<file path="src/hw/rtl/bmhq_pkg.sv">
// ----------------------------------------------------------------------------
// bmhq_pkg: shared types and codes for the binary max heap queue
// Request and status codes, read address selects, and the command/status
// structs that join the controller to the datapath.
// ----------------------------------------------------------------------------
`timescale 1ns / 1ps

package bmhq_pkg;

  localparam logic REQ_INSERT = 1'b0;
  localparam logic REQ_REMOVE = 1'b1;

  localparam logic [1:0] ST_OK    = 2'd0;
  localparam logic [1:0] ST_EMPTY = 2'd1;
  localparam logic [1:0] ST_FULL  = 2'd2;

  typedef enum logic [3:0] {
    S_IDLE,
    S_UP_CHK,
    S_UP_CMP,
    S_DN_ROOT,
    S_DN_LAST,
    S_DN_GRAB,
    S_DN_CHK,
    S_DN_RR,
    S_DN_CMP,
    S_FIN_RD,
    S_FIN
  } state_t;

  typedef enum logic [2:0] {
    RD_ROOT,
    RD_LAST,
    RD_PARENT,
    RD_LEFT,
    RD_RIGHT
  } rd_sel_t;

  typedef struct packed {
    logic       capture;      // latch new item, clear removed, set status
    logic [1:0] status_code;
    logic       inc_count;
    logic       dec_count;
    logic       rd_en;
    rd_sel_t    rd_sel;
    logic       grab_removed; // removed <= read data
    logic       grab_cur;     // moving value <= read data
    logic       pos_root;
    logic       grab_left;
    logic       up_step;      // parent moves down into hole, hole moves up
    logic       dn_step;      // larger child moves up, hole moves down
    logic       place;        // moving value written into hole
    logic       load_result;
  } cmd_t;

  typedef struct packed {
    logic full;
    logic empty;
    logic pos_zero;
    logic left_ok;
    logic right_ok;
    logic up_gt;
    logic dn_gt;
  } dp_status_t;

endpackage

</file>
<file path="src/hw/rtl/binary_max_heap_queue_top.sv">
// ----------------------------------------------------------------------------
// binary_max_heap_queue_top: max priority queue on a binary heap
// Inserts signed values or removes the maximum, one request at a time.
// ----------------------------------------------------------------------------
// Usage:
//   Raise start with req_type/value while busy is low; the item is taken at
//   that edge. req_type selects insert (0) or remove maximum (1).
//   When the request is finished, done pulses for one cycle together with
//   status, removed_value, top_value and entry_count. The receiver cannot
//   stall; results must be taken in the done cycle. Outputs hold their last
//   values otherwise.
//   Each heap level the value moves (at most log2(CAPACITY) levels) needs a
//   read of the heap memory, a registered compare and a write-back (two reads
//   per level on the way down). Refused requests (insert when full, remove
//   when empty) skip the sift and go straight to the final root read.
//   busy drops in the done cycle, so a new start can be taken right then.
//   Reset (rst, synchronous, active high) empties the queue; the heap
//   memory itself is not cleared, only the entry count.
// ----------------------------------------------------------------------------
`timescale 1ns / 1ps

module binary_max_heap_queue_top
  import bmhq_pkg::*;
#(
  parameter int CAPACITY    = 64,
  parameter int VALUE_WIDTH = 32,
  parameter int CW          = $clog2(CAPACITY + 1)
) (
  input  logic                   clk,
  input  logic                   rst,
  input  logic                   start,
  output logic                   busy,
  input  logic                   req_type,
  input  logic [VALUE_WIDTH-1:0] value,
  output logic                   done,
  output logic [1:0]             status,
  output logic [VALUE_WIDTH-1:0] removed_value,
  output logic [VALUE_WIDTH-1:0] top_value,
  output logic [CW-1:0]          entry_count
);

  // controller <-> datapath
  cmd_t       cmd;
  dp_status_t dp_status;

  // sequencer: one heap level per step
  bmhq_ctrl u_ctrl (
    .clk       (clk),
    .rst       (rst),
    .start     (start),
    .req_type  (req_type),
    .dp_status (dp_status),
    .cmd       (cmd),
    .busy      (busy)
  );

  // heap store, hole pointer, count and result registers
  bmhq_datapath #(
    .CAPACITY    (CAPACITY),
    .VALUE_WIDTH (VALUE_WIDTH),
    .CW          (CW)
  ) u_datapath (
    .clk           (clk),
    .rst           (rst),
    .cmd           (cmd),
    .value         (value),
    .dp_status     (dp_status),
    .done          (done),
    .status        (status),
    .removed_value (removed_value),
    .top_value     (top_value),
    .entry_count   (entry_count)
  );

endmodule

</file>
<file path="src/hw/rtl/bmhq_datapath.sv">
// ----------------------------------------------------------------------------
// bmhq_datapath: heap store, count, hole pointer and result registers
// Single write / single registered read memory; sifts move a hole and keep
// the travelling value in a register until its final place is found.
// ----------------------------------------------------------------------------
`timescale 1ns / 1ps

module bmhq_datapath
  import bmhq_pkg::*;
#(
  parameter int CAPACITY    = 64,
  parameter int VALUE_WIDTH = 32,
  parameter int CW          = $clog2(CAPACITY + 1)
) (
  input  logic                   clk,
  input  logic                   rst,
  input  cmd_t                   cmd,
  input  logic [VALUE_WIDTH-1:0] value,
  output dp_status_t             dp_status,
  output logic                   done,
  output logic [1:0]             status,
  output logic [VALUE_WIDTH-1:0] removed_value,
  output logic [VALUE_WIDTH-1:0] top_value,
  output logic [CW-1:0]          entry_count
);

  localparam int AW = (CAPACITY > 1) ? $clog2(CAPACITY) : 1;
  localparam int IW = CW + 1;

  logic [VALUE_WIDTH-1:0] mem [CAPACITY];
  logic [VALUE_WIDTH-1:0] rdata;
  logic [VALUE_WIDTH-1:0] cur;
  logic [VALUE_WIDTH-1:0] lval;
  logic [VALUE_WIDTH-1:0] removed;
  logic [1:0]             status_r;
  logic [CW-1:0]          count;
  logic [AW-1:0]          pos;

  logic [CW-1:0]          cnt_m1;
  logic [AW-1:0]          parent;
  logic [IW-1:0]          lidx;
  logic [IW-1:0]          ridx;
  logic                   pick_right;
  logic [VALUE_WIDTH-1:0] pick_val;
  logic [AW-1:0]          raddr;
  logic                   we;
  logic [VALUE_WIDTH-1:0] wdata;

  assign cnt_m1     = count - CW'(1);
  assign parent     = AW'((pos - AW'(1)) >> 1);
  assign lidx       = IW'({pos, 1'b1});
  assign ridx       = lidx + IW'(1);
  assign pick_right = dp_status.right_ok && ($signed(rdata) > $signed(lval));
  assign pick_val   = pick_right ? rdata : lval;

  assign dp_status.full     = (count == CW'(CAPACITY));
  assign dp_status.empty    = (count == '0);
  assign dp_status.pos_zero = (pos == '0);
  assign dp_status.left_ok  = (lidx < {1'b0, count});
  assign dp_status.right_ok = (ridx < {1'b0, count});
  assign dp_status.up_gt    = ($signed(cur) > $signed(rdata));
  assign dp_status.dn_gt    = ($signed(pick_val) > $signed(cur));

  always_comb begin
    case (cmd.rd_sel)
      RD_ROOT:   raddr = '0;
      RD_LAST:   raddr = cnt_m1[AW-1:0];
      RD_PARENT: raddr = parent;
      RD_LEFT:   raddr = lidx[AW-1:0];
      RD_RIGHT:  raddr = ridx[AW-1:0];
      default:   raddr = '0;
    endcase
  end

  assign we = cmd.up_step | cmd.dn_step | cmd.place;

  always_comb begin
    if (cmd.up_step) begin
      wdata = rdata;
    end else if (cmd.dn_step) begin
      wdata = pick_val;
    end else begin
      wdata = cur;
    end
  end

  // heap store
  always_ff @(posedge clk) begin
    if (we) begin
      mem[pos] <= wdata;
    end
    if (cmd.rd_en) begin
      rdata <= mem[raddr];
    end
  end

  // control state
  always_ff @(posedge clk) begin
    if (rst) begin
      count <= '0;
      done  <= 1'b0;
    end else begin
      if (cmd.inc_count) begin
        count <= count + CW'(1);
      end else if (cmd.dec_count) begin
        count <= cnt_m1;
      end
      done <= cmd.load_result;
    end
  end

  // payload registers
  always_ff @(posedge clk) begin
    if (cmd.capture) begin
      cur      <= value;
      pos      <= count[AW-1:0];
      removed  <= '0;
      status_r <= cmd.status_code;
    end
    if (cmd.grab_removed) begin
      removed <= rdata;
    end
    if (cmd.grab_cur) begin
      cur <= rdata;
    end
    if (cmd.pos_root) begin
      pos <= '0;
    end
    if (cmd.grab_left) begin
      lval <= rdata;
    end
    if (cmd.up_step) begin
      pos <= parent;
    end
    if (cmd.dn_step) begin
      pos <= pick_right ? ridx[AW-1:0] : lidx[AW-1:0];
    end
    if (cmd.load_result) begin
      status        <= status_r;
      removed_value <= removed;
      top_value     <= dp_status.empty ? '0 : rdata;
      entry_count   <= count;
    end
  end

endmodule

</file>
<file path="src/hw/rtl/bmhq_ctrl.sv">
// ----------------------------------------------------------------------------
// bmhq_ctrl: sequencer for insert / remove requests
// Steps the datapath through sift-up or sift-down one heap level at a time.
// ----------------------------------------------------------------------------
`timescale 1ns / 1ps

module bmhq_ctrl
  import bmhq_pkg::*;
(
  input  logic       clk,
  input  logic       rst,
  input  logic       start,
  input  logic       req_type,
  input  dp_status_t dp_status,
  output cmd_t       cmd,
  output logic       busy
);

  state_t state;
  state_t state_next;

  always_ff @(posedge clk) begin
    if (rst) begin
      state <= S_IDLE;
    end else begin
      state <= state_next;
    end
  end

  assign busy = (state != S_IDLE);

  always_comb begin
    state_next = state;
    cmd        = '0;
    cmd.rd_sel = RD_ROOT;
    case (state)
      S_IDLE: begin
        if (start) begin
          cmd.capture = 1'b1;
          if (req_type == REQ_INSERT) begin
            if (dp_status.full) begin
              cmd.status_code = ST_FULL;
              state_next      = S_FIN_RD;
            end else begin
              cmd.status_code = ST_OK;
              cmd.inc_count   = 1'b1;
              state_next      = S_UP_CHK;
            end
          end else begin
            if (dp_status.empty) begin
              cmd.status_code = ST_EMPTY;
              state_next      = S_FIN_RD;
            end else begin
              cmd.status_code = ST_OK;
              state_next      = S_DN_ROOT;
            end
          end
        end
      end
      S_UP_CHK: begin
        if (dp_status.pos_zero) begin
          cmd.place  = 1'b1;
          state_next = S_FIN_RD;
        end else begin
          cmd.rd_en  = 1'b1;
          cmd.rd_sel = RD_PARENT;
          state_next = S_UP_CMP;
        end
      end
      S_UP_CMP: begin
        if (dp_status.up_gt) begin
          cmd.up_step = 1'b1;
          state_next  = S_UP_CHK;
        end else begin
          cmd.place  = 1'b1;
          state_next = S_FIN_RD;
        end
      end
      S_DN_ROOT: begin
        cmd.rd_en  = 1'b1;
        cmd.rd_sel = RD_ROOT;
        state_next = S_DN_LAST;
      end
      S_DN_LAST: begin
        cmd.grab_removed = 1'b1;
        cmd.rd_en        = 1'b1;
        cmd.rd_sel       = RD_LAST;
        cmd.dec_count    = 1'b1;
        cmd.pos_root     = 1'b1;
        state_next       = S_DN_GRAB;
      end
      S_DN_GRAB: begin
        cmd.grab_cur = 1'b1;
        state_next   = S_DN_CHK;
      end
      S_DN_CHK: begin
        if (!dp_status.left_ok) begin
          cmd.place  = 1'b1;
          state_next = S_FIN_RD;
        end else begin
          cmd.rd_en  = 1'b1;
          cmd.rd_sel = RD_LEFT;
          state_next = S_DN_RR;
        end
      end
      S_DN_RR: begin
        cmd.grab_left = 1'b1;
        cmd.rd_en     = dp_status.right_ok;
        cmd.rd_sel    = RD_RIGHT;
        state_next    = S_DN_CMP;
      end
      S_DN_CMP: begin
        if (dp_status.dn_gt) begin
          cmd.dn_step = 1'b1;
          state_next  = S_DN_CHK;
        end else begin
          cmd.place  = 1'b1;
          state_next = S_FIN_RD;
        end
      end
      S_FIN_RD: begin
        cmd.rd_en  = 1'b1;
        cmd.rd_sel = RD_ROOT;
        state_next = S_FIN;
      end
      S_FIN: begin
        cmd.load_result = 1'b1;
        state_next      = S_IDLE;
      end
      default: begin
        state_next = S_IDLE;
      end
    endcase
  end

endmodule
</file>
<file path="config.mk">
export PLATFORM = sky130hd
export DESIGN_NAME = binary_max_heap_queue_top
export DESIGN_NICKNAME = d
export VERILOG_FILES = /design/src/hw/rtl/bmhq_pkg.sv /design/src/hw/rtl/binary_max_heap_queue_top.sv /design/src/hw/rtl/bmhq_datapath.sv /design/src/hw/rtl/bmhq_ctrl.sv
export SDC_FILE = /design/constraint.sdc
export NUM_CORES = 2
export LEC_CHECK = 0
export BUFFER_PORTS_ARGS = -buffer_cell sky130_fd_sc_hd__buf_2
export CAP_MARGIN = 25
export CORE_MARGIN = 2
export CORE_UTILIZATION = 45
export CTS_CLUSTER_SIZE = 8
export DETAILED_ROUTE_END_ITERATION = 8
export PLACE_DENSITY = 0.71
export SYNTH_ARGS = -nofsm -noshare
export SYNTH_HDL_FRONTEND = slang
export SYNTH_SLANG_ARGS = --single-unit
</file>
<file path="constraint.sdc">
create_clock -name clk -period 13.7 [get_ports clk]
set_clock_uncertainty 0.05 [all_clocks]
set_input_delay 0 -clock clk [delete_from_list [all_inputs] [get_ports clk]]
set_output_delay 0 -clock clk [all_outputs]
set_load 0.05 [all_outputs]
</file>
==> impl_metrics.tcl <==
set metrics [dict create \
    grt_usage_pct 23.21 \
    nFillCells 14932 \
    synth_seq_cells 2269 \
    pre_cts_slack_ps 4365 \
    fin_crit_sh_pct 69.92 \
    grt_max_degree 125 \
    worst_slack_ps 4121 \
    finalSetupViolCount 0 \
    dieWidth_um 451.9 \
    die_h_um 451.9 \
    maxSlewViolCount 0 \
    syn_area_um2 90260 \
    num_rows 164 \
    clock.fmax_mhz 104.4 \
    synth.area.top_cells "edfxtp_1 (75%), mux4_2 (13%), mux2i_1 (2.8%)" \
    synthArstFlopShare_pct 0 \
    synth_edf_count 2257 \
    ys.flop_type "edfxtp_1" \
    slowest_delay_ps 1090 \
    period_minus_slack_ps 9579 \
    cap_violations 0 \
    critical-path-slowest-cell "o221ai_4" \
    crit_arrival_ps 10170 \
    ys_seq_area_share_pct 75.35 \
    port_buffers 110 \
    yosys.area.top_type "edfxtp_1" \
    wirelength_um 238000 \
    cts_tree "yes" \
    syn_nets 4513 \
    min-delay-start "start" \
    cts.sinks 2269 \
    final-hold-violation-count 0 \
    worst-endpoint-required_ps 14290 \
    finish.net_count 4947 \
    antenna_left 0 \
    finalWeightedCongestion 0.9681 \
    status "finished, final reports clean" \
    path_class "register to register" \
    drc_errors 0 \
    syn-mean-instance-area_um2 20.68 \
    crit_fanout 49 \
    clockBufferDepth 4 \
    hold_class "primary input to register" \
    wl_per_cell_um 31.79 \
    yosysTopAreaCellShare_pct 75.09 \
    yosysWarnings 0 \
    layout-drive-gt1-share_pct 26.60 \
    grt_pass1_wl_um 339100 \
    vias_per_cell 6.228 \
    synth_cell_type_count 68 \
    clock-root-buffer "clkbuf_16" \
    synth_cells 4365 \
    grt_overflow 0 \
    core_region_area_um2 199500 \
    htreeDepth 5 \
    dieArea_um2 204200 \
    layout-area-overhead-vs-synth_pct 16.66 \
    crit_path_frequent_cell "buf_4" \
    antenna_found_initial 17 \
    power_density_nw_per_um2 241.5 \
    initial_core_util_pct 45.26 \
    first_pass_iters 5 \
    total_power_mw 25.44 \
    drtIter0Drc 6375 \
    grt_pass1_vias 46387 \
    clk_latency_ps 970 \
    worstPathCellList "nand3_1 -> nor2_1 -> xor2_1 -> ha_1 -> nand2_1 -> nand2_1 -> a31oi_1 -> and4_2 -> buf_4 -> o21ai_0 -> ha_1 -> nand4_1 -> or4_1 -> or2_2 -> o221a_2 -> o211ai_1 -> mux2_2 -> buf_4 -> nand2b_4 -> o221ai_4 -> buf_4" \
    max_slew_margin_pct 25.97 \
    clkTransAtPathRegs_ps 60 \
    pin_count 111 \
    via_count 46634 \
    cts_resized 0 \
    grt_setup_unrepaired "no" \
    r2r-start "u_datapath.pos[2]$_DFFE_PP_" \
    hpwl_um 137800 \
    critPathLaunchType "register" \
    p_leak_nw 34.61 \
    crit_start "u_datapath.pos[2]$_DFFE_PP_" \
    vdd_drop_max_v 0.0002057 \
    tns_ps 0 \
    tightest_slew_ps 1110 \
    cts_buffers 334 \
    critical_path.endpoint_type "register" \
]
sequential cells by signal, summed over array words and instances, names as in the netlist, 6 cells and up:
signal and count:
u_datapath.count 7, u_datapath.cur 32, u_datapath.removed_value 32, u_datapath.mem 2048, u_datapath.entry_count 7, u_datapath.removed 32, u_datapath.top_value 32, u_datapath.pos 6
u_datapath.rdata 32, u_datapath.lval 32
power by group:
group | total [mW] | internal, mW | switching, mW
Clock | 7.01 | 4.33 | 2.68
Sequential | 9.73 | 9.47 | 0.259
Combinational | 8.69 | 2.76 | 5.93
Total | 25.4 | 16.6 | 8.87
layer usage:
| metal | GRT usage [%] | share of wire [%] |
|---|---|---|
| met5 | 0 | 0.0092 |
| met4 | 9.939 | 4.3 |
| met3 | 4.413 | 9.3 |
| met2 | 35.26 | 47 |
| met1 | 33.02 | 40 |
stage by stage:
step           hold slack [ps]  std cells  util, %  instance area (um^2)
5_1_grt                  85.61       7483    52.79                105300
4_1_cts                  13.88       7482    52.79                105300
3_3_place_gp             260.4       7025    47.86                 95450
2_1_floorplan            146.5       4365        -                 90260
3_5_place_dp             263.3       7047    48.09                 95920
6_report                 96.35       7488    52.80                105300
worst paths after layout:
kind | to | slack, ps | cells after the start
max | u_datapath.mem[48][24]$_DFFE_PP_ | 4120 | 21
min | u_ctrl.state[1]$_SDFFE_PP0P_ | 100 | 4
max reg2reg | u_datapath.mem[48][24]$_DFFE_PP_ | 4120 | 21
min reg2reg | u_datapath.removed_value[21]$_DFFE_PP_ | 360 | 0
cell type report:
| cell class | instances | area [um^2] | share of cell area [%] |
|---|---|---|---|
| sequential | 2269 | 68020 | 64.59 |
| multi-input combinational | 1741 | 22090 | 20.97 |
| clock buffer | 355 | 8564 | 8.133 |
| tap | 2656 | 3323 | 3.156 |
| timing repair buffer | 331 | 2755 | 2.616 |
| inverter | 122 | 457.9 | 0.4349 |
| clock inverter | 9 | 90.09 | 0.08555 |
| antenna | 5 | 12.51 | 0.01188 |
synthesized netlist by cell type, types with 23 or more instances:
cell and instances:
mux2_2 35, mux2i_1 252, or4_1 35, o221ai_1 34, buf_2 41, clkbuf_1 106
a211oi_1 34, inv_1 121, mux4_2 512, nand2_1 105, edfxtp_1 2257, buf_1 55
a21oi_1 84, o22ai_1 126, nor2_1 96, nand3_1 68, nor3_1 23, o21ai_0 47
a21o_1 27, ha_1 112
cells in the final DEF (no fill, tap or decap), drive strengths merged, types with 5 or more instances in the layout:
cell type	Yosys	routed
mux4	512	512
a211oi	34	34
nand2	105	105
a221oi	5	5
dlygate4sd3	0	71
dfxtp	12	12
diode	0	5
nor3	23	23
nor4	5	5
nor2	97	97
nand2b	5	5
clkinv	0	5
o211ai	6	6
edfxtp	2257	2257
mux2	35	35
nor2b	5	5
mux2i	252	252
a22oi	9	9
a21oi	84	84
or2	6	6
buf	127	260
a31oi	7	7
o22ai	126	126
nand3	68	68
a21o	27	27
o21ai	47	47
ha	112	112
nand4	21	21
and3	13	13
xnor2	12	12
o221ai	34	34
clkbuf	106	355
inv	122	125
or4	35	35
worst max-delay path: cells and delay by family, from the launching register on:
| family | cells | cell delay (ps) |
|---|---|---|
| simple gates | 9 | 3600 |
| compound gates | 5 | 2090 |
| buf+inv | 3 | 1360 |
| flops | 1 | 850 |
| fa+ha+maj | 2 | 610 |
| mux | 1 | 390 |
| xor+xnor | 1 | 180 |
cell families after synthesis:
| logic type | Yosys count | share of synthesized area [%] |
|---|---|---|
| adders and majority gates | 112 | 1.552 |
| xor gates and xnor gates | 16 | 0.1552 |
| DFF | 2269 | 75.35 |
| and+or+nand+nor | 396 | 2.133 |
| muxes | 799 | 16.01 |
| AOI/OAI and AO/OA | 418 | 3.048 |
| buffers and inverters | 355 | 1.753 |
what timing repair did:
item | in CTS | in global routing
hold endpoints to repair | 54 | 0
hold buffers | 71 | 0
buffers inserted | 0 | 0
Note: power is estimated with default switching activity, not from simulation.
